===== src/rtl/core/spi_register_frame_crc8_macros.svh =====
// assertion helpers for the frame builder, clocked on clk and held off in reset
`ifndef SPI_REGISTER_FRAME_CRC8_MACROS_SVH
`define SPI_REGISTER_FRAME_CRC8_MACROS_SVH

// same-cycle implication
`define SRFC8_ASSERT_NOW(lbl, ante, cons, msg) \
  lbl: assert property (@(posedge clk) disable iff (rst) (ante) |-> (cons)) else $error(msg);

// next-cycle implication
`define SRFC8_ASSERT_NEXT(lbl, ante, cons, msg) \
  lbl: assert property (@(posedge clk) disable iff (rst) (ante) |=> (cons)) else $error(msg);

`endif


===== src/rtl/core/srfc8_pkg.sv =====
package srfc8_pkg;

  // request type codes
  localparam logic [1:0] REQ_WRITE = 2'd0;
  localparam logic [1:0] REQ_READ  = 2'd1;
  localparam logic [1:0] REQ_RESP  = 2'd2;
  localparam logic [1:0] REQ_NONE  = 2'd3;

  // result kind codes
  localparam logic OUT_FRAME  = 1'b0;
  localparam logic OUT_RESULT = 1'b1;

  // frame constants
  localparam logic [8:0] CRC_POLY = 9'h107;
  localparam logic [7:0] CRC_TOP  = 8'h80;
  localparam logic [7:0] READ_BIT = 8'h01;
  localparam logic [7:0] FILLER   = 8'hFF;
  localparam int         BASE_LEN = 4;
  localparam int         IDX_W    = $clog2(BASE_LEN + 1);

  // input item
  typedef struct packed {
    logic [1:0] req_type;
    logic [6:0] device_address;
    logic [7:0] register_index;
    logic [7:0] data_low;
    logic [7:0] data_high;
    logic [7:0] rx_crc;
  } in_item_t;

  // result item
  typedef struct packed {
    logic        out_kind;
    logic [7:0]  tx_byte;
    logic [15:0] read_data;
    logic        crc_error;
    logic        last;
  } out_item_t;

  // item inside the pipeline: the four base bytes and the running crc
  typedef struct packed {
    logic [1:0]                 req_type;
    logic [BASE_LEN-1:0][7:0]   bytes;
    logic [7:0]                 rx_crc;
    logic [7:0]                 crc;
  } frame_t;

  typedef logic [7:0] crc_tab_t [256];

  // byte-wise crc-8 table, built at elaboration
  function automatic crc_tab_t crc_tab_build();
    crc_tab_t   tab;
    logic [7:0] c;
    for (int i = 0; i < 256; i++) begin
      c = 8'(i);
      for (int j = 0; j < 8; j++) begin
        if ((c & CRC_TOP) != 8'h00) begin
          c = (c << 1) ^ CRC_POLY[7:0];
        end else begin
          c = c << 1;
        end
      end
      tab[i] = c;
    end
    return tab;
  endfunction

  localparam crc_tab_t CRC_TAB = crc_tab_build();

endpackage


===== src/rtl/core/srfc8_prep.sv =====
module srfc8_prep (
  input  logic                 clk,
  input  logic                 rst,
  input  logic                 in_valid,
  output logic                 in_stall,
  input  srfc8_pkg::in_item_t  in_item,
  output logic                 q_valid,
  output srfc8_pkg::frame_t    q,
  input  logic                 dn_stall
);
  import srfc8_pkg::*;

  logic [7:0] pending_addr_byte;
  logic [7:0] pending_register;
  logic [7:0] addr_byte;
  logic       accept;
  frame_t     frame;

  assign in_stall = q_valid && dn_stall;
  assign accept   = in_valid && !in_stall;
  assign addr_byte = {in_item.device_address, 1'b0};

  // assemble the four base bytes of the item
  always_comb begin
    frame.req_type = in_item.req_type;
    frame.rx_crc   = in_item.rx_crc;
    frame.crc      = 8'h00;
    case (in_item.req_type)
      REQ_WRITE: begin
        frame.bytes = {in_item.data_high, in_item.data_low, in_item.register_index, addr_byte};
      end
      REQ_READ: begin
        frame.bytes = {FILLER, FILLER, in_item.register_index, addr_byte | READ_BIT};
      end
      default: begin
        frame.bytes = {in_item.data_high, in_item.data_low, pending_register,
                       pending_addr_byte};
      end
    endcase
  end

  // input register, unused request type is dropped here
  always_ff @(posedge clk) begin
    if (rst) begin
      q_valid <= 1'b0;
    end else if (!in_stall) begin
      q_valid <= in_valid && (in_item.req_type != REQ_NONE);
    end
    if (!in_stall) begin
      q <= frame;
    end
  end

  // address byte and register of the latest read request
  always_ff @(posedge clk) begin
    if (rst) begin
      pending_addr_byte <= 8'h00;
      pending_register  <= 8'h00;
    end else if (accept && in_item.req_type == REQ_READ) begin
      pending_addr_byte <= addr_byte | READ_BIT;
      pending_register  <= in_item.register_index;
    end
  end

endmodule


===== src/rtl/core/srfc8_fold.sv =====
module srfc8_fold (
  input  logic               clk,
  input  logic               rst,
  input  logic               hi_half,
  input  logic               in_valid,
  output logic               in_stall,
  input  srfc8_pkg::frame_t  in_item,
  output logic               q_valid,
  output srfc8_pkg::frame_t  q,
  input  logic               dn_stall
);
  import srfc8_pkg::*;

  logic [7:0] first_byte;
  logic [7:0] second_byte;
  logic [7:0] crc_mid;
  frame_t     folded;

  assign in_stall = q_valid && dn_stall;

  // fold two bytes into the running crc
  always_comb begin
    first_byte  = hi_half ? in_item.bytes[2] : in_item.bytes[0];
    second_byte = hi_half ? in_item.bytes[3] : in_item.bytes[1];
    crc_mid     = CRC_TAB[in_item.crc ^ first_byte];
    folded      = in_item;
    folded.crc  = CRC_TAB[crc_mid ^ second_byte];
  end

  // stage register
  always_ff @(posedge clk) begin
    if (rst) begin
      q_valid <= 1'b0;
    end else if (!in_stall) begin
      q_valid <= in_valid;
    end
    if (!in_stall) begin
      q <= folded;
    end
  end

endmodule


===== src/rtl/core/srfc8_emit.sv =====
module srfc8_emit (
  input  logic                  clk,
  input  logic                  rst,
  input  logic                  crc_enable,
  input  logic                  in_valid,
  output logic                  in_stall,
  input  srfc8_pkg::frame_t     in_item,
  output logic                  out_valid,
  output srfc8_pkg::out_item_t  out_item,
  input  logic                  out_stall
);
  import srfc8_pkg::*;

  logic [IDX_W-1:0] idx;
  logic [IDX_W-1:0] last_idx;
  logic             advance;
  logic             at_last;
  logic [7:0]       tail_byte;
  out_item_t        result;

  assign advance = !out_valid || !out_stall;

  // index of the final item of this input
  always_comb begin
    if (in_item.req_type == REQ_RESP) begin
      last_idx = '0;
    end else if (crc_enable) begin
      last_idx = IDX_W'(BASE_LEN);
    end else begin
      last_idx = IDX_W'(BASE_LEN - 1);
    end
  end

  assign at_last  = (idx == last_idx);
  assign in_stall = in_valid && !(advance && at_last);

  // result item for the current index
  always_comb begin
    tail_byte = (in_item.req_type == REQ_WRITE) ? in_item.crc : FILLER;
    result    = '0;
    result.last = at_last;
    if (in_item.req_type == REQ_RESP) begin
      result.out_kind  = OUT_RESULT;
      result.read_data = {in_item.bytes[3], in_item.bytes[2]};
      result.crc_error = crc_enable && (in_item.crc != in_item.rx_crc);
    end else begin
      result.out_kind = OUT_FRAME;
      if (idx < IDX_W'(BASE_LEN)) begin
        result.tx_byte = in_item.bytes[idx[1:0]];
      end else begin
        result.tx_byte = tail_byte;
      end
    end
  end

  // byte counter and output register
  always_ff @(posedge clk) begin
    if (rst) begin
      out_valid <= 1'b0;
      idx       <= '0;
    end else if (advance) begin
      out_valid <= in_valid;
      if (in_valid) begin
        idx <= at_last ? '0 : idx + 1'b1;
      end
    end
    if (advance && in_valid) begin
      out_item <= result;
    end
  end

endmodule


===== src/rtl/core/spi_register_frame_crc8.sv =====
// a request passes the input register, the two crc fold stages and the output register
// a request gives 5 frame bytes with crc on and 4 with it off, one frame byte
// per cycle through the output register while res_stall is low; a read response gives one result item
// reset: clears all stage valids, the stored read address byte and register,
// and sets crc_enable to 1
`include "spi_register_frame_crc8_macros.svh"

module spi_register_frame_crc8 (
  input  logic                  clk,
  input  logic                  rst,
  input  logic                  req_valid,
  output logic                  req_stall,
  input  srfc8_pkg::in_item_t   req_item,
  output logic                  res_valid,
  input  logic                  res_stall,
  output srfc8_pkg::out_item_t  res_item,
  input  logic                  cfg_valid,
  output logic                  cfg_ready,
  input  logic                  cfg_data
);
  import srfc8_pkg::*;

  logic   crc_enable;
  logic   prep_valid;
  logic   prep_stall;
  frame_t prep_item;
  logic   lo_valid;
  logic   lo_stall;
  frame_t lo_item;
  logic   hi_valid;
  logic   hi_stall;
  frame_t hi_item;

  // configuration register
  assign cfg_ready = 1'b1;

  always_ff @(posedge clk) begin
    if (rst) begin
      crc_enable <= 1'b1;
    end else if (cfg_valid && cfg_ready) begin
      crc_enable <= cfg_data;
    end
  end

  // input register and frame assembly
  srfc8_prep u_prep (
    .clk      (clk),
    .rst      (rst),
    .in_valid (req_valid),
    .in_stall (req_stall),
    .in_item  (req_item),
    .q_valid  (prep_valid),
    .q        (prep_item),
    .dn_stall (prep_stall)
  );

  // crc over the address and register bytes
  srfc8_fold u_fold_lo (
    .clk      (clk),
    .rst      (rst),
    .hi_half  (1'b0),
    .in_valid (prep_valid),
    .in_stall (prep_stall),
    .in_item  (prep_item),
    .q_valid  (lo_valid),
    .q        (lo_item),
    .dn_stall (lo_stall)
  );

  // crc over the two data bytes
  srfc8_fold u_fold_hi (
    .clk      (clk),
    .rst      (rst),
    .hi_half  (1'b1),
    .in_valid (lo_valid),
    .in_stall (lo_stall),
    .in_item  (lo_item),
    .q_valid  (hi_valid),
    .q        (hi_item),
    .dn_stall (hi_stall)
  );

  // byte sequencing and result register
  srfc8_emit u_emit (
    .clk        (clk),
    .rst        (rst),
    .crc_enable (crc_enable),
    .in_valid   (hi_valid),
    .in_stall   (hi_stall),
    .in_item    (hi_item),
    .out_valid  (res_valid),
    .out_item   (res_item),
    .out_stall  (res_stall)
  );

  // checks
  `SRFC8_ASSERT_NOW(a_err_needs_crc, res_valid && res_item.crc_error, crc_enable, "crc error with crc disabled")
  `SRFC8_ASSERT_NOW(a_frame_clean, res_valid && res_item.out_kind == OUT_FRAME, res_item.read_data == 16'h0000 && !res_item.crc_error, "frame byte carries read fields")
  `SRFC8_ASSERT_NOW(a_result_last, res_valid && res_item.out_kind == OUT_RESULT, res_item.last && res_item.tx_byte == 8'h00, "read result not single")
  `SRFC8_ASSERT_NEXT(a_hi_hold, hi_valid && hi_stall, hi_valid && $stable(hi_item), "item in sequencer lost")

endmodule


===== config.mk =====
export PLATFORM = sky130hd
export DESIGN_NAME = spi_register_frame_crc8
export DESIGN_NICKNAME = d
export VERILOG_FILES = /design/src/rtl/core/srfc8_pkg.sv /design/src/rtl/core/srfc8_prep.sv /design/src/rtl/core/srfc8_fold.sv /design/src/rtl/core/srfc8_emit.sv /design/src/rtl/core/spi_register_frame_crc8.sv
export VERILOG_INCLUDE_DIRS = /design/src /design/src/rtl/core
export SDC_FILE = /design/constraint.sdc
export NUM_CORES = 1
export LEC_CHECK = 0
export ABC_AREA = 0
export BUFFER_PORTS_ARGS = -buffer_cell sky130_fd_sc_hd__buf_2
export CAP_MARGIN = 10
export CORE_MARGIN = 2
export CORE_UTILIZATION = 45
export DETAILED_ROUTE_END_ITERATION = 10
export PLACE_DENSITY = 0.69
export SYNTH_ARGS = -nofsm -noshare
export SYNTH_HDL_FRONTEND = slang
export SYNTH_HIERARCHICAL = 1
export SYNTH_SLANG_ARGS = --single-unit

===== constraint.sdc =====
create_clock -name clk -period 8.9 [get_ports clk]
set_input_delay 2.67 -clock clk [delete_from_list [all_inputs] [get_ports clk]]
set_output_delay 2.67 -clock clk [all_outputs]
set_load 0.02 [all_outputs]

# After elaboration in Yosys (flattened, before gate mapping)
# Memory sizes are Yosys's and may differ from the RTL's. A register that Yosys moved wholly into a read port is not among the register bits.
# Cells that the tools add are included.
# op_classes
magnitude_cmp	4
mux	13
n_reduce_logical	20
addsub	1
n_bitwise	7
n_eq_ne	5
# ops
operator	count
32-bit case mux with 2 select lines	1
8-bit two-way mux	7
8-bit inverter with 9-bit output	4
8-bit XOR	3
9-bit greater-or-equal comparator (second input constant)	2
8-bit binary-select mux with 2-bit select	1
1-bit logical AND	10
3-bit two-way mux	3
8-bit inequality test	1
1-bit zero test	6
2-bit zero test	2
3-bit by 1-bit adder with 3-bit output (second input constant)	1
3-bit == test	1
2-bit by 3-bit less-than comparator with 1-bit output (second input constant)	1
3-bit less-than comparator (second input constant)	1
2-bit by 1-bit == test with 1-bit output (second input constant)	1
2-bit == test (second input constant)	1
2-bit inequality test (second input constant)	1
2-bit AND reduction	1
1-bit logical OR	1
1-bit two-way mux	1
# totals
ff_bits	177
n_memories	4
romBits	8192
out_inout_bits	30
# memory_table
memory	words	width	rd	rd_clocked_by_memory_dff	write_ports	line	source
(name not given)	256	8	1	0	0	srfc8_fold.sv:25	crc_mid = CRC_TAB[in_item.crc ^ first_byte];
(name not given)	256	8	1	1	0	srfc8_fold.sv:27	folded.crc = CRC_TAB[crc_mid ^ second_byte];
(name not given)	256	8	1	0	0	srfc8_fold.sv:25	
(name not given)	256	8	1	1	0	srfc8_fold.sv:27	

# Longest topological paths before layout
# Gate-level depths: netlist (run 1).
# logic_depth
ltp_word	12
ltp_mapped	14
depth_no_buf	13

# Cells and area by module
# Netlist (run 1), hierarchy kept.
# by_module_without_submodules
mod	n_inst	area_each_um2	seq_area_each_um2	cells_per_inst
srfc8_fold	2	2398.6	1521.5	144
srfc8_prep	1	2397.3	1601.5	162
srfc8_emit	1	1576.5	890.9	120
spi_register_frame_crc8	1	50.0	20.0	6

# Least setup slack after synthesis (run 1)
# No wires, ideal clock.
# synth_path
path_kind	input -> output
startpoint	in res_stall
endpoint	out req_stall
cell_stages	8
setup_slack_ns	-0.432
n_path_buf	0
t_arrival_ns	6.662
path_cell_list	nand2_1 > a21boi_1 > nand2_1 > inv_1 > nand2_1 > inv_1 > nand2_1 > inv_1
# synth_via
elab_chain_cells	8
# synth_rtl
element	line	source
start, declared	spi_register_frame_crc8.sv:15	input logic res_stall,
1-bit zero test	srfc8_emit.sv:21	assign advance = !out_valid || !out_stall;
1-bit logical OR	srfc8_emit.sv:21	
1-bit logical AND	srfc8_emit.sv:35	assign in_stall = in_valid && !(advance && at_last);
1-bit zero test	srfc8_emit.sv:35	
1-bit logical AND	srfc8_emit.sv:35	
named net hi_stall	spi_register_frame_crc8.sv:31	logic hi_stall;
1-bit logical AND	srfc8_fold.sv:19	assign in_stall = q_valid && dn_stall;
named net lo_stall	spi_register_frame_crc8.sv:28	logic lo_stall;
1-bit logical AND	srfc8_fold.sv:19	
named net prep_stall	spi_register_frame_crc8.sv:25	logic prep_stall;
1-bit logical AND	srfc8_prep.sv:19	assign in_stall = q_valid && dn_stall;
end, declared	spi_register_frame_crc8.sv:12	output logic req_stall,
# The timed path passes the listed nets, and every way through them passes these cells.

# Worst setup path after layout (run 1)
# Same ends and word-level chain as after synthesis.

==> results of run 1 <==
## cell type report
cell class	instances	area [µm²]
clock buffers	20	468
clock inverters	12	85.1
fillers	1598	9380
inverters	14	52.6
multi-input cells	350	3060
flip-flops and latches	193	5560
well taps	265	332
repair buffers	78	398
## critical path: stages
cell	delay, ns
buf_2	0.11
nand2_1	0.06
a21boi_1	0.06
nand2_2	0.05
buf_4	0.49
inv_1	0.16
nand2_2	0.10
inv_1	0.06
nand2_2	0.06
inv_1	0.04
buf_2	0.15
## metal layers
| layer | track usage [%] | wire, µm |
|---|---|---|
| met3 | 3.31 | 571 |
| met4 | 6.14 | 174 |
| met1 | 19.7 | 6840 |
| met5 | 0 | 0 |
| met2 | 24.2 | 6940 |
## sequential cells by signal, summed over array words and instances, names as in the netlist
name and cells:
crc_enable 1, u_emit/idx 3, u_emit/out_item 27, u_emit/out_valid 1
u_fold_hi/q 50, u_fold_hi/q_valid 1, u_fold_lo/q 50, u_fold_lo/q_valid 1
u_prep/pending_addr_byte 8, u_prep/pending_register 8, u_prep/q 42, u_prep/q_valid 1
## layout by cell type (no fill, tap or decap), types with 4 or more instances in the layout
| cell type | instances |
|---|---|
| dfxtp_1 | 24 |
| o22a_1 | 4 |
| inv_1 | 12 |
| edfxtp_1 | 169 |
| nor2_1 | 22 |
| and2_1 | 16 |
| clkinv_4 | 4 |
| conb_1 | 11 |
| buf_2 | 75 |
| mux4_2 | 8 |
| xnor2_1 | 52 |
| xnor2_2 | 12 |
| xor2_1 | 30 |
| nand2b_1 | 38 |
| clkbuf_16 | 18 |
| nand2_1 | 18 |
| mux2_2 | 17 |
| o22ai_1 | 4 |
| or2b_1 | 9 |
| mux2i_1 | 43 |
| o31ai_1 | 4 |
| ha_1 | 9 |
| a21oi_1 | 13 |
## report_power, final
part	total, mW	switching, mW	internal [mW]
clock network	0.698	0.317	0.381
registers	1.21	0.0613	1.15
logic	0.921	0.434	0.487
## kinds of logic after synthesis
family / after synthesis / share of synthesized area [%]
AND/OR/NAND/NOR: 122 / 7.90
AO/OA/AOI/OAI: 32 / 2.35
flip-flops: 193 / 63.0
buffers and inverters: 41 / 2.71
XOR/XNOR: 102 / 12.4
multiplexers: 74 / 10.3
adder cells (fa/ha/maj): 9 / 1.28
other: 3 / 0.128
## worst paths after layout
kind / from / to / slack [ns] / cells past startpoint
worst max-delay path: res_stall / req_stall / 2.23 / 11
worst min-delay path: u_prep/q[10] / u_fold_lo/q[10] / 0.42 / 0
worst max register to register: u_fold_hi/q[48] / u_prep/pending_register[2] / 4.49 / 13
worst min register to register: u_prep/q[10] / u_fold_lo/q[10] / 0.42 / 0
## metrics by stage
stage | worst slack [ns] | util (%) | std cells | total power [mW]
finish | 2.23 | 51.5 | 932 | 2.83
global route | 2.09 | 51.5 | 932 | 2.98
CTS | 2.19 | 51.5 | 932 | 2.85
detailed placement | 2.19 | 48.6 | 900 | 2.15
floorplan | 0.0260 | - | 584 | 2.01
global placement | 2.25 | 48.6 | 900 | 2.13
==> flow_summary.ini, run 1 <==
[global_routing]
grt_max_degree = 52
grt-ovfl-total = 0
track_usage_pct = 15.0
grt_pass1_vias = 4569
grt_first_pass_wirelength_mm = 23.2
antenna_found_initial = 0

[logic_synthesis]
async_flop_share_pct = 0
yosysSeqAreaShare_pct = 63.0
yosysMostFrequentCell = edfxtp_1
syn_area_per_cell_um2 = 15.3
synth_edf_count = 169
synthFlopType = edfxtp_1
postSynthRegisterBits = 193
synth_area_um2 = 8820
yosys.area.top_type_share_pct = 57.5
yosys.area.top_type = edfxtp_1
synth_top_cells_by_count = 169 x edfxtp_1, 52 x xnor2_1, 43 x mux2i_1, 38 x nand2b_1, 30 x xor2_1
yosys-top-cells-area = edfxtp_1 58%, dfxtp_1 5.4%, xnor2_1 5.2%, mux2i_1 4.9%, xor2_1 3.0%
synthDistinctLibCells = 51
synth_cells = 576
yosysWarnings = 6

[hold_path]
hp-class = flip-flop to flip-flop

[clocking]
root_buffer = clkbuf_16
cts_tree = built
cts_made_buffers = 17
cts_resized = 0
clock_path_buffers = 2
clkTransAtPathRegs_ns = 0.06
cts.sinks = 193
cts_hold_buf = 0
postCtsSetupRepairBufs = 0
cts_max_level = 4
clk_latency_ns = 0.43

[power_and_ir_drop]
irDropWorstVdd_v = 0.000184
power_density_nw_per_um2 = 284
leakagePower_nw = 3.92

[placed_design]
place_area_um2 = 9400
hpwl_mm = 10.7
gp_congestion = 0.825
port_buffers = 75

[drt]
drtIter0Drc = 322
wirelength_mm = 14.5
wl_per_cell_um = 15.6
drc_errors = 0
first_pass_iters = 4
postRouteAntennaNets = 0
post_drt_via_cell_ratio = 4.74
vias = 4415

[cells_and_area]
n_antenna_cell = 0
drive_gt1_share_pct = 25.2
area_growth_pct = 12.9
final_cell_area_um2 = 9950
nets = 710

[floorplan]
die_height_um = 144
die-area_um2 = 20700
rows = 51
die_w_um = 144
design.core.area_um2 = 19300
start_util_pct = 45.6
boundaryPins = 77

[job]
maxCapViolCount = 0

[timing]
maxSlewViolCount = 0
skew_ns = 0.0142
holdWs_ns = 0.424
slew_headroom_pct = 30.3
fin_setup_tns_ns = 0
fin_crit_sh_pct = 75.0
max_freq_ghz = 0.150
hold_violations = 0
fin_crit_ns = 6.67
setup_viol = 0
rsz0062_at_grt = no
tightest_slew_ns = 1.04

[setup_path]
crit_fanout = 51
critPathArrivalTime_ns = 4.00
worstPathRequired_ns = 6.23
cp-start-kind = input port
crit_type = input port to output pin
end_kind = output pin

[run_status]
status = finished clean
No activity file was read; power rests on OpenSTA's default activity.
==> run 2, diff against run 1 <==
Settings changed: PLACE_DENSITY 0.69 to 0.67.
Clock period 8.9 ns to 6.5 ns, I/O delays scaled along.
==> run 2 against run 1 <==
Via count is 0.70% lower. Clock power grew 48%. First-iteration DRC count down 13%. Combinational power rose by 37%. Critical endpoint unchanged. Highest routed layer unchanged.
==> flow_summary.ini, run 2 (synthesis results as in run 1) <==
[drt]
drtIter0Drc = 281
vias = 4384
wl_per_cell_um = 15.8
drc_errors = 0
post_drt_via_cell_ratio = 4.70
first_pass_iters = 5
wirelength_mm = 14.7
postRouteAntennaNets = 0

[power_and_ir_drop]
leakagePower_nw = 3.95
power_density_nw_per_um2 = 394
irDropWorstVdd_v = 0.000236

[floorplan]
start_util_pct = 45.6
rows = 51
die-area_um2 = 20700
boundaryPins = 77
die_height_um = 144
design.core.area_um2 = 19300
die_w_um = 144

[clocking]
cts_resized = 0
clock_path_buffers = 2
cts_made_buffers = 17
cts_tree = built
root_buffer = clkbuf_16
cts_hold_buf = 0
cts.sinks = 193
clk_latency_ns = 0.42
postCtsSetupRepairBufs = 0
clkTransAtPathRegs_ns = 0.06
cts_max_level = 4

[cells_and_area]
area_growth_pct = 13.4
stdcell_count = 932
drive_gt1_share_pct = 25.2
final_cell_mix = 169 x edfxtp_1, 75 x buf_2, 52 x xnor2_1, 43 x mux2i_1, 38 x nand2b_1
reg.largest.list = u_fold_hi/q: 50 flops, u_fold_lo/q: 50 flops, u_prep/q: 42 flops
nets = 710
n_antenna_cell = 0
final_common_cell = edfxtp_1

[hold_path]
hp-class = flip-flop to flip-flop
holdPathStages = 0
min_from = u_prep/q[13]
min_to = u_fold_lo/q[13]

[timing]
fin_ws_ns = 1.79
rsz0062_at_grt = no
maxSlewViolCount = 0
hold_violations = 0
max_freq_ghz = 0.212
slew_headroom_pct = 30.3
skew_ns = 0.0112
fin_setup_tns_ns = 0
tightest_slew_ns = 1.04
setup_viol = 0
fin_crit_ns = 4.71
fin_crit_sh_pct = 72.5

[setup_path]
cp-startpoint = res_stall
cp-start-kind = input port
crit_fanout = 3
timing.rr.end = u_prep/pending_addr_byte[1]
worstPathRequired_ns = 4.55
reg2reg_slack_ns = 2.75
critPathArrivalTime_ns = 2.76
crit_type = input port to output pin
end_kind = output pin
reg2reg_depth = 12
r2r_start = u_fold_hi/q[48]

[placed_design]
hpwl_mm = 10.8
dp_cells = 900
dp_slack_ns = 1.78
port_buffers = 75
gp_congestion = 0.807

[global_routing]
grt-ovfl-total = 0
grt_max_degree = 51
track_usage_pct = 15.0
antenna_found_initial = 0
grt_first_pass_wirelength_mm = 23.4
grt_pass1_vias = 4499

[run_status]
status = finished clean

[job]
maxCapViolCount = 0
-- run 2: worst max path at each step --
stage                end  slack, ns  cells after the start
4_1_cts        req_stall       1.77                     10
2_1_floorplan  req_stall      0.003                      8
3_5_place_dp   req_stall       1.78                     10
5_1_grt        req_stall       1.66                     10
6_report       req_stall       1.79                     10
3_3_place_gp   req_stall       1.79                     10
-- run 2: power by group --
part / leakage, nW / switching (mW) / internal [mW]
Clock: 0.299 / 0.421 / 0.604
Sequential: 1.98 / 0.0832 / 1.57
Combinational: 1.67 / 0.595 / 0.666
-- run 2: final cells by class --
class | count | area, µm²
Fill cell | 1631 | 9340
Sequential cell | 193 | 5560
Multi-Input combinational cell | 350 | 3060
Clock buffer | 25 | 527
Timing Repair Buffer | 78 | 398
Tap cell | 265 | 332
Clock inverter | 7 | 71.3
Inverter | 14 | 52.6
-- run 2: metal layers --
| metal | wire, µm | up-vias | GRT usage (%) |
|---|---|---|---|
| met5 | 0 | - | 0 |
| met4 | 212 | 0 | 5.52 |
| met3 | 663 | 12 | 3.91 |
| met2 | 6950 | 105 | 24.4 |
| met1 | 6900 | 2083 | 19.6 |
| li1 | - | 2184 | - |
-- run 2: worst max-delay path, cell delays in order --
cell and delay, ns:
buf_2 0.10, nand2_1 0.05, a21boi_1 0.15, nand2_2 0.07
inv_1 0.08, nand2_2 0.05, inv_1 0.08, nand2_2 0.05
inv_1 0.04, buf_2 0.15
-- run 2: through the flow --
stage	cell area (µm²)	util, %	hold WS [ns]	total power, mW
floorplan	8860	-	0.400	2.75
global placement	9400	48.6	0.410	2.92
detailed placement	9400	48.6	0.405	2.95
CTS	10000	51.7	0.426	3.98
global route	10000	51.7	0.431	4.14
finish	10000	51.7	0.424	3.94
==> run 3, diff against run 2 <==
Settings changed: PLACE_DENSITY 0.67 to 0.69.
Clock period 6.5 ns to 4.1 ns, I/O delays scaled along.
==> run 3 against run 2 <==
Global-route usage about the same. Power increased by 61%. Clock power increased by 70%. Highest routed layer unchanged. Register-to-register slack got worse by 2.1 ns. Die area unchanged. Utilization increased by 0.52 points. Combinational power increased by 58%. Non-clock buffer count increased by 3. Clock skew increased by 0.0021 ns.
==> flow_summary.ini, run 3 (synthesis results as in run 1) <==
[placed_design]
gp_congestion = 0.809
hpwl_mm = 10.9
dp_cells = 903
port_buffers = 75

[clocking]
postCtsSetupRepairBufs = 0
cts.sinks = 193
clkTransAtPathRegs_ns = 0.07
cts_tree = built
clk_latency_ns = 0.43
cts_hold_buf = 0
cts_resized = 0
cts_made_buffers = 17
cts_max_level = 4
root_buffer = clkbuf_16
clock_path_buffers = 2

[timing]
fin_crit_ns = 3.88
max_freq_ghz = 0.258
setup_viol = 0
rsz0062_at_grt = no
fin_crit_sh_pct = 94.6
tightest_slew_ns = 0.665
hold_violations = 0
fin_setup_tns_ns = 0
skew_ns = 0.0133
maxSlewViolCount = 0
slew_headroom_pct = 55.7

[power_and_ir_drop]
irDropWorstVdd_v = 0.000433
leakagePower_nw = 4.00
power_density_nw_per_um2 = 629

[setup_path]
worstPathRequired_ns = 2.87
critPathArrivalTime_ns = 2.65
crit_buf_inv = 4
crit_fanout = 25
crit_type = flip-flop to output pin
end_kind = output pin
cp-start-kind = flip-flop
max_stage_delay_ns = 0.54
cp_top_family = simple AND/OR/NAND/NOR gates
crit_chain = nor2b_4 > or4b_4 > nand3_2 > a21boi_1 > nand2_4 > inv_2 > nand2_8 > inv_1 > nand2_8 > inv_1 > buf_2
cp_slowest_cell = or4b_4

[floorplan]
boundaryPins = 77
die-area_um2 = 20700
start_util_pct = 45.6
die_height_um = 144
die_w_um = 144
rows = 51
design.core.area_um2 = 19300

[drt]
drtIter0Drc = 210
wl_per_cell_um = 15.9
post_drt_via_cell_ratio = 4.75
first_pass_iters = 4
postRouteAntennaNets = 0
vias = 4439
wirelength_mm = 14.9
drc_errors = 0

[cells_and_area]
final_core_util_pct = 52.2
drive_gt1_share_pct = 26.0
nets = 713
stdcell_count = 935
final_cell_mix = 169 x edfxtp_1, 75 x buf_2, 52 x xnor2_1, 43 x mux2i_1, 38 x nand2b_1
n_antenna_cell = 0
area_growth_pct = 14.5
final_common_cell = edfxtp_1
reg.largest.list = u_fold_hi/q: 50 flops, u_fold_lo/q: 50 flops, u_prep/q: 42 flops
n_fill_cell = 1598

[global_routing]
antenna_found_initial = 0
grt-ovfl-total = 0
grt_first_pass_wirelength_mm = 23.3
track_usage_pct = 15.1
grt_max_degree = 51
grt_pass1_vias = 4508

[run_status]
status = finished clean

[job]
maxCapViolCount = 0

[hold_path]
hp-class = flip-flop to flip-flop
## run 3: changes by cell type in the layout (fill, tap and decap cells not counted), sizes merged
cell,previous run,this run
buf,78,81
clkinv,5,0
bufinv,1,2
clkbuf,25,21
inv,15,22
clkinvlp,0,1
## run 3: path summary, 6_finish.rpt
path                   startpoint                           to  slack [ns]  depth (start not counted)
setup / recovery  u_fold_hi/q[48]                    req_stall        0.22                         11
hold / removal       u_prep/q[10]              u_fold_lo/q[10]        0.42                          0
setup reg to reg  u_fold_hi/q[48]  u_prep/pending_addr_byte[5]        0.69                         13
hold reg to reg      u_prep/q[10]              u_fold_lo/q[10]        0.42                          0
## run 3: routing by layer
metal | track usage (%) | part of all wire, % | up-vias | routed length (µm)
met5 | 0 | 0 | - | 0
met4 | 5.73 | 1.5 | 0 | 221
met3 | 4.01 | 4.4 | 19 | 650
met2 | 24.4 | 48 | 87 | 7080
met1 | 19.5 | 47 | 2141 | 6940
li1 | - | - | 2192 | -
## run 3: metrics by stage
step | instance area, µm² | setup slack (ns) | power (mW) | hold slack [ns]
floorplan | 8890 | 0.0156 | 4.35 | 0.400
CTS | 10100 | 0.189 | 6.42 | 0.420
detailed placement | 9460 | 0.621 | 4.67 | 0.405
finish | 10100 | 0.220 | 6.35 | 0.418
global route | 10100 | 0.0219 | 6.67 | 0.430
global placement | 9460 | 0.663 | 4.62 | 0.404
## run 3: layout make-up
class / instances / area (µm²) / area share (%)
Inverter: 14 / 52.6 / 0.520
Tap cell: 265 / 332 / 3.28
Timing Repair Buffer: 81 / 420 / 4.16
Clock buffer: 21 / 514 / 5.09
Clock inverter: 11 / 130 / 1.29
Multi-Input combinational cell: 350 / 3100 / 30.7
Sequential cell: 193 / 5560 / 55.0
## run 3: power breakdown
group | internal [mW] | switching, mW | total, mW | leakage (nW)
combinational | 1.06 | 0.928 | 1.99 | 1.70
clock | 1.04 | 0.718 | 1.75 | 0.318
sequential | 2.49 | 0.128 | 2.61 | 1.98
## run 3: worst reg2reg max path, stage by stage, from the launching register on
cell and delay [ns]:
edfxtp_1 0.50, nor2b_4 0.45, or4b_4 0.55, nand3_2 0.10
a21boi_1 0.10, nand2_4 0.08, inv_2 0.06, nand2_8 0.05
inv_1 0.09, nand2_8 0.07, buf_4 0.47, and4b_1 0.30
buf_4 0.27, mux2i_1 0.25
